**config.mk**
```make
export PLATFORM = sky130hd
export DESIGN_NAME = gscs_ctrl
export DESIGN_NICKNAME = d
export VERILOG_FILES = /design/src/rtl/gscs_pkg.sv /design/src/rtl/gscs_ctrl.sv
export SDC_FILE = /design/constraint.sdc
export NUM_CORES = 1
export LEC_CHECK = 0
export BUFFER_PORTS_ARGS = -buffer_cell sky130_fd_sc_hd__buf_2
export CORE_MARGIN = 1
export CORE_UTILIZATION = 40
export DETAILED_ROUTE_END_ITERATION = 7
export GPL_ROUTABILITY_DRIVEN = 0
export PLACE_DENSITY = 0.7
export SYNTH_ARGS = -nofsm -noshare
export SYNTH_HDL_FRONTEND = slang
export SYNTH_SLANG_ARGS = --single-unit
```
**constraint.sdc**
```tcl
create_clock -name clk -period 3.3 [get_ports clk]
set_clock_uncertainty 0.2 [all_clocks]
set_input_delay 0.165 -clock clk [delete_from_list [all_inputs] [get_ports clk]]
set_output_delay 0.165 -clock clk [all_outputs]
set_load 0.03 [all_outputs]
```
**src/rtl/gscs_pkg.sv**
```systemverilog
`default_nettype none

package gscs_pkg;

    localparam int MAX_VERTICES_DEF  = 4096;
    localparam int FRACTION_BITS_DEF = 16;

    localparam int SUM_W     = 48;
    localparam int TERM_W    = 62;
    localparam int CAP_EXP   = 60;
    localparam int VCOUNT_W  = 13;
    localparam int TWEIGHT_W = 40;
    localparam int INDEX_W   = 12;
    localparam int WEIGHT_W  = 16;
    localparam int CFG_IDX_W = 2;
    localparam int CFG_DATA_W = 40;
    localparam int MASK_W    = 5;

    localparam logic OP_EDGE    = 1'b0;
    localparam logic OP_RESTART = 1'b1;

    localparam logic [CFG_IDX_W-1:0] CFG_VERTEX_COUNT = 2'd0;
    localparam logic [CFG_IDX_W-1:0] CFG_TOTAL_WEIGHT = 2'd1;

    localparam logic [VCOUNT_W-1:0]  VERTEX_COUNT_RST = 13'd4096;
    localparam logic [SUM_W-1:0]     SAT_MAX = {1'b0, {(SUM_W-1){1'b1}}};

    typedef enum logic [2:0] {
        TERM_C_A     = 3'd0,
        TERM_C_B     = 3'd1,
        TERM_AA_SA   = 3'd2,
        TERM_BB_SB   = 3'd3,
        TERM_C_SA    = 3'd4,
        TERM_C_SB    = 3'd5,
        TERM_C_MINAB = 3'd6,
        TERM_C_MINS  = 3'd7
    } term_sel_t;

    typedef struct packed {
        logic      clear_init;
        logic      clear;
        logic      edge_load;
        logic      accum;
        logic      update;
        logic      div_start;
        logic      term_store;
        term_sel_t term_sel;
        logic      out_load;
    } gscs_cmd_t;

    typedef struct packed {
        logic clear_done;
        logic last_edge;
        logic div_done;
    } gscs_status_t;

    function automatic logic [SUM_W-1:0] sat48(input logic signed [TERM_W:0] v);
        logic [SUM_W-1:0] r;
        if (v > $signed({{(TERM_W-SUM_W+1){1'b0}}, SAT_MAX}))
            r = SAT_MAX;
        else if (v < $signed({{(TERM_W-SUM_W+1){1'b1}}, ~SAT_MAX}))
            r = ~SAT_MAX;
        else
            r = v[SUM_W-1:0];
        return r;
    endfunction

endpackage

`default_nettype wire

```
**src/rtl/gscs_ctrl.sv**
```systemverilog
`default_nettype none

module gscs_ctrl (
    input  wire logic                   clk,
    input  wire logic                   rst_n,
    input  wire logic                   in_valid,
    input  wire logic                   op,
    output logic                        in_ready,
    output logic                        out_valid,
    input  wire logic                   out_ready,
    input  wire logic                   cfg_restart,
    input  wire gscs_pkg::gscs_status_t status,
    output gscs_pkg::gscs_cmd_t         cmd
);

    typedef enum logic [6:0] {
        ST_CLEAR    = 7'b0000001,
        ST_IDLE     = 7'b0000010,
        ST_ACC      = 7'b0000100,
        ST_UPDATE   = 7'b0001000,
        ST_DIV_GO   = 7'b0010000,
        ST_DIV_WAIT = 7'b0100000,
        ST_FINISH   = 7'b1000000
    } state_t;

    state_t                state_reg, state_next;
    gscs_pkg::term_sel_t   sel_reg, sel_next;
    logic                  out_valid_reg, out_valid_next;
    logic                  accept, out_free;

    assign in_ready = (state_reg == ST_IDLE);
    assign accept   = in_valid && in_ready;
    assign out_free = !out_valid_reg || out_ready;

    always_comb
    begin
        state_next     = state_reg;
        sel_next       = sel_reg;
        out_valid_next = out_valid_reg && !out_ready;
        cmd            = '0;
        cmd.term_sel   = sel_reg;
        case (state_reg)
            ST_CLEAR:
            begin
                cmd.clear = 1'b1;
                if (status.clear_done)
                    state_next = ST_IDLE;
            end
            ST_IDLE:
            begin
                if (accept)
                begin
                    cmd.edge_load = 1'b1;
                    if (op == gscs_pkg::OP_RESTART)
                    begin
                        cmd.clear_init = 1'b1;
                        state_next     = ST_CLEAR;
                    end
                    else
                    begin
                        state_next = ST_ACC;
                    end
                end
            end
            ST_ACC:
            begin
                cmd.accum  = 1'b1;
                state_next = status.last_edge ? ST_UPDATE : ST_IDLE;
            end
            ST_UPDATE:
            begin
                cmd.update = 1'b1;
                sel_next   = gscs_pkg::TERM_C_A;
                state_next = ST_DIV_GO;
            end
            ST_DIV_GO:
            begin
                cmd.div_start = 1'b1;
                state_next    = ST_DIV_WAIT;
            end
            ST_DIV_WAIT:
            begin
                if (status.div_done)
                begin
                    cmd.term_store = 1'b1;
                    if (sel_reg == gscs_pkg::TERM_C_MINS)
                    begin
                        state_next = ST_FINISH;
                    end
                    else
                    begin
                        sel_next   = gscs_pkg::term_sel_t'(sel_reg + 3'd1);
                        state_next = ST_DIV_GO;
                    end
                end
            end
            ST_FINISH:
            begin
                // hold until the output register frees up
                if (out_free)
                begin
                    cmd.out_load   = 1'b1;
                    out_valid_next = 1'b1;
                    state_next     = ST_IDLE;
                end
            end
            default:
            begin
                state_next = ST_CLEAR;
            end
        endcase
        if (cfg_restart)
        begin
            cmd            = '0;
            cmd.term_sel   = sel_reg;
            cmd.clear_init = 1'b1;
            state_next     = ST_CLEAR;
        end
    end

    always_ff @(posedge clk or negedge rst_n)
    begin
        if (!rst_n)
        begin
            state_reg     <= ST_CLEAR;
            sel_reg       <= gscs_pkg::TERM_C_A;
            out_valid_reg <= 1'b0;
        end
        else
        begin
            state_reg     <= state_next;
            sel_reg       <= sel_next;
            out_valid_reg <= out_valid_next;
        end
    end

    assign out_valid = out_valid_reg;

    a_done_in_wait: assert property (@(posedge clk) disable iff (!rst_n)
        status.div_done |-> state_reg == ST_DIV_WAIT)
        else $error("divider finished outside wait state");

    a_load_free: assert property (@(posedge clk) disable iff (!rst_n)
        cmd.out_load |-> out_free)
        else $error("output register overwritten");

    a_restart_clears: assert property (@(posedge clk) disable iff (!rst_n)
        (accept && op == gscs_pkg::OP_RESTART) |=> state_reg == ST_CLEAR)
        else $error("restart request did not start clearing");

    a_no_accept_busy: assert property (@(posedge clk) disable iff (!rst_n)
        (state_reg == ST_DIV_WAIT || state_reg == ST_CLEAR) |-> !in_ready)
        else $error("request taken while busy");

endmodule

`default_nettype wire

```
### After elaboration in Yosys (flattened, before gate mapping)

Cells that the tools add are included.

| cells by class | value |
|---|---|
| shifts and indexed selects | 0 |
| bitwise logic cells | 0 |
| add/subtract/negate cells | 1 |
| reduce and logical (&&, ||, !) cells | 8 |
| mux-type cells | 28 |
| eq/ne operators | 14 |
| $mul | 0 |
| $lt $le $gt $ge | 0 |
| div/mod/pow operators | 0 |

Operator list:

| operator | count |
|---|---|
| 7-bit case mux with 7 select lines | 1 |
| 7-bit 2-to-1 mux | 6 |
| 1-bit 2-to-1 mux | 15 |
| 11-bit 2-to-1 mux | 1 |
| 3-bit 2-to-1 mux | 3 |
| 3-bit inequality test, second input constant | 3 |
| 7-bit by 1-bit equality test with 1-bit output, second input constant | 1 |
| 7-bit by 2-bit equality test with 1-bit output, second input constant | 1 |
| 7-bit by 3-bit equality test with 1-bit output, second input constant | 1 |
| 7-bit by 4-bit equality test with 1-bit output, second input constant | 1 |
| 7-bit by 5-bit equality test with 1-bit output, second input constant | 1 |
| 7-bit by 6-bit equality test with 1-bit output, second input constant | 1 |
| 7-bit equality test, second input constant | 1 |
| 3-bit case mux with 2 select lines | 1 |
| 4-bit 2-to-1 mux | 1 |
| 2-bit inequality test, second input constant | 2 |
| 4-bit AND reduction | 1 |
| 3-bit by 1-bit adder with 3-bit output, second input constant | 1 |
| 3-bit equality test, second input constant | 1 |
| 3-bit by 1-bit inequality test with 1-bit output, second input constant | 1 |
| 3-bit AND reduction | 1 |
| 1-bit logical AND | 2 |
| 1-bit zero test | 2 |
| 2-bit nonzero test | 1 |
| 1-bit logical OR | 1 |

| storage, ports and cells | value |
|---|---|
| latch bits | 0 |
| bits in writable memories | 0 |
| bits in read-only memories | 0 |
| output and inout bits | 13 |
| memories | 0 |
| input port bits | 9 |
| flip-flop bits (word level) | 11 |
| word-level logic and storage cells | 54 |

### Longest topological paths before layout

| logic depth | value |
|---|---|
| depth in word-level cells | 5 |
| mapped depth | 6 |
| depth with buffers taken out | 6 |

### Worst setup path before layout

OpenSTA, ideal clock, no wires.

| timing path | value |
|---|---|
| kind | register to register |
| start | register state_reg[3] |
| end | register state_reg[5] |
| setup slack | 1137 ps |
| clock period less this slack | 2163 ps |
| path buffers | 1 |
| cell stages (with the launch flop) | 6 |
| library setup time | 78 ps |
| arrival | 1885 ps |
| data required time | 3022 ps |
| path through | dfrtp_1 > buf_2 > nor4_2 > nand2_1 > nor3b_1 > o21bai_1 |

| between the ends | value |
|---|---|
| word-level cells in the longest chain between the ends | 4 |
| elaborated cells between the ends (all ways) | 15 |
| classes of those cells | 11 x eq/ne; 2 x mux; 2 x reduce/logical |

RTL lines:

| item | RTL line | source |
|---|---|---|
| from (decl) | gscs_ctrl.sv:26 | `state_t state_reg, state_next;` |
| from (signal assigned) | gscs_ctrl.sv:131 | `state_reg <= state_next;` |
| 7-bit by 2-bit equality test with 1-bit output | gscs_ctrl.sv:31, gscs_ctrl.sv:42 |  |
| 1-bit logical AND | gscs_ctrl.sv:32 | `assign accept = in_valid && in_ready;` |
| 3-bit by 1-bit inequality test with 1-bit output (no line) | -- |  |
| 4-bit AND reduction (no line) | -- |  |

Several ways; a longest one is shown, not always the timed one.
A chain may end at the register's enable or synchronous reset.

==> summary by stage <==
Routing
In this run the remaining antenna-violating nets after routing total 0. The DRC violation count after routing is 0. For this block, the initial DRC count from the detailed router was 21. The detail-routed net length per standard cell is 13.3 µm. The post-detailed-routing wire length is 1.92 mm. The number of iterations in the first detailed-routing pass is 4. The via count normalized by instance count is 5.58.

The routed layout has 804 vias.

STA
For the pin with the worst max-slew slack, the measured transition is between 0.4 and 0.5 ns. The final period utilization is around 70%. For this run, the top clock speed supported by timing is 437 MHz. The final max-slew violation count is 0. The final-report hold violation count came to 0. Setup violations remaining at the end of the flow were counted as 0.

The final setup TNS is 0 ns. Setup repair after global routing left no endpoint under its margin. The shortest period the worst path allows is roughly 2.3 ns.

Measured against its own limit, the worst slew margin works out to 70.9%.

Clocking
The CTS buffer count is 3. Clock-pin slew was measured on the worst setup and hold paths at 0.07 ns. Once the clock tree was built, the setup fixing pass inserted 0 buffers. TritonCTS built the clock tree. The maximum number of buffers from clock root to sink is 2. Clock tree synthesis selected as its root buffer the cell sky130_fd_sc_hd__clkbuf_4. The number of buffers inserted for hold repair after clock tree synthesis is 4.

The number of sinks driven by the clock tree is 11. In this run, post-CTS repair resized a total of 0 instances. The CTS H-tree depth is 1. Clock latency on the worst-skew pair, taken at its later pin, is 0.27 ns.

Floorplanning
The die covers 2350 µm². From left edge to right edge, the die measures 48.5 µm. The starting utilization of the core area is roughly 43%. The number of top-level pins is 22. The die height is 48.5 µm. The number of core rows is 16.

The floorplan step defined a core boundary enclosing 2000 µm².

Logic synthesis
The Yosys step of the flow raised 0 warnings. The sequential-to-total area share from yosys stat is a little under a third. The proportion of netlist area held by the largest area contributor is between 20% and 30%. The most used flip-flop cell after synthesis is sky130_fd_sc_hd__dfrtp_1. The leading area contributor after synthesis is sky130_fd_sc_hd__dfrtp_1. In this run, synthesis inferred 0 flip-flops with an integrated enable. Ranked by total cell area, the synthesized netlist is headed by sky130_fd_sc_hd__dfrtp_1 (29%), sky130_fd_sc_hd__buf_6 (3.9%), sky130_fd_sc_hd__nand3_1 (3.5%). The total nets after synthesis is 107.

Counting every instance in the synthesized netlist gives 96. After synthesis, the share of flip-flops with an asynchronous set or reset is 100%. The synthesized design contains 11 register bits. The post-synthesis cell area is roughly 870 µm². Counting instances in the post-synthesis netlist gives the leading cell types as sky130_fd_sc_hd__dfrtp_1 (10), sky130_fd_sc_hd__inv_1 (7), sky130_fd_sc_hd__nor2_1 (7). After synthesis, the mean cell area works out to ~9.0 µm².

The library cell with the highest instance count after synthesis is sky130_fd_sc_hd__dfrtp_1. Counting distinct cell types in the post-synthesis netlist gives 44.

Min path
The path class of the tightest hold or removal check is primary input to flip-flop. The number of stages on the worst hold path is 3. The launch instance of the worst min-delay path is cfg_restart.

The path with the worst hold slack has its endpoint at state_reg[0].

Layout
The filler cells instantiated in the layout total 205. Once layout is done, the placed cells without fillers occupy 1010 µm². The register with the most flip-flops in the layout has 7 of them. In the final layout, flip-flops and latches occupy 277 µm².

The fraction of layout cells with a size suffix above 1 is 32.5%. The synthesis-to-finish area growth is 16.5%. The final antenna diode count is 0. In the final layout, the multi-input gates occupy ~500 µm². The net count reported at finish is between 100 and 150.

Place
After legalization and detailed placement, the total HPWL measured 1.46 mm. The count of buffers added on input and output ports is 21. Summing all placed instances gives a cell area of 941 µm².

Critical path
The maximum net fanout on the critical path is 13. STA puts the critical path data required time at 2.93 ns. The critical path is of the flip-flop to output port type. STA classifies the critical path startpoint as a flip-flop. The number of cells on the worst reg-to-reg path is 5. The capturing point of the worst reg2reg path is state_reg[2].

STA classifies the critical path endpoint as an output port. Setup slack on the worst reg-to-reg path comes out at a little over 1 ns. The startpoint identified for the worst register-to-register timing path is state_reg[4]. The data arrival time of the critical path is between 1.5 and 2 ns.

Pwr
Dividing total power by cell area gives a power density of 466 nW/µm². For this design the static power due to leakage is 0.000459 µW. The peak supply drop is around 330 µV.

GRT
The via count of the first global-routing pass came to 709. The residual overflow from global routing is 0. The number of antenna violations at the first check in global routing came to 0. Entering global routing, the biggest net connects 14 pins. The wire length of the first global-routing pass is 3.26 mm.

Global routing used between 10% and 20% of the available tracks across all layers.

Run
The max-capacitance violation count is 0.

Status
The run finished with clean final reports.
==> routing by layer <==
metal	global-route usage, %	up-vias	wire length [µm]
met1	24.3	380	894
met2	27.2	29	884
met5	0	-	0
met3	5.97	0	136
li1	-	395	-
met4	2.94	0	0
==> kinds of logic (layout without fill, tap and decap cells) <==
group / after synthesis / in the layout / synth area share [%]
flops: 11 / 11 / 31.9
fa+ha+maj: 2 / 2 / 2.89
simple gates: 45 / 45 / 34.8
mux: 1 / 1 / 1.30
compound gates: 19 / 19 / 15.6
buf+inv: 15 / 36 / 10.4
xor+xnor: 3 / 3 / 3.04
==> layout make-up <==
| cell class | instances | area share (%) |
|---|---|---|
| well taps | 27 | 3.35 |
| inverters | 7 | 2.61 |
| clock inverters | 1 | 0.496 |
| clock buffers | 3 | 2.23 |
| flip-flops and latches | 11 | 27.4 |
| multi-input cells | 70 | 49.5 |
| repair buffers | 25 | 14.4 |
==> worst max-delay path, cell delays in order (launching register included) <==
cell and delay (ns):
sky130_fd_sc_hd__dfrtp_1 0.54, sky130_fd_sc_hd__nor4_2 0.41, sky130_fd_sc_hd__nand2_1 0.15, sky130_fd_sc_hd__nor3_1 0.21
sky130_fd_sc_hd__and2_1 0.16, sky130_fd_sc_hd__buf_2 0.19
==> placed cells by master (no fill, tap or decap), types with 4 or more instances in the layout <==
cell type	count
sky130_fd_sc_hd__nor3_1	4
sky130_fd_sc_hd__o21ai_0	4
sky130_fd_sc_hd__nand3_1	6
sky130_fd_sc_hd__nor3b_1	4
sky130_fd_sc_hd__buf_2	21
sky130_fd_sc_hd__dfrtp_1	10
sky130_fd_sc_hd__nor2_1	7
sky130_fd_sc_hd__inv_1	7
sky130_fd_sc_hd__dlygate4sd3_1	4
==> where the power goes <==
| part | internal [µW] | switching [µW] | total (µW) |
|---|---|---|---|
| sequential | 152 | 38.5 | 191 |
| combinational | 86.4 | 98.4 | 185 |
| clock | 44.9 | 49.2 | 94.1 |
| total | 284 | 186 | 470 |
==> worst max-delay path by stage <==
stage	from	end	slack, ns	cells after the start
floorplan	state_reg[3]	state_reg[5]	1.14	5
global placement	state_reg[0]	state_reg[1]	1.29	5
detailed placement	state_reg[4]	state_reg[1]	1.26	5
CTS	state_reg[6]	cmd[4]	1.00	5
global route	state_reg[6]	cmd[4]	0.85	5
finish	state_reg[6]	cmd[4]	1.01	5
==> metrics by stage <==
step	util [%]	hold WS, ns	std cells	setup slack, ns	total power, µW
after floorplan	-	-0.331	96	1.14	353
after global placement	47.0	-0.145	136	1.29	371
after detailed placement	47.0	-0.143	136	1.26	373
after CTS	50.4	0.0141	144	1.00	473
after global routing	50.4	0.0622	144	0.847	508
final	50.4	0.0191	144	1.01	470
Power figures use the tool's default switching activity.
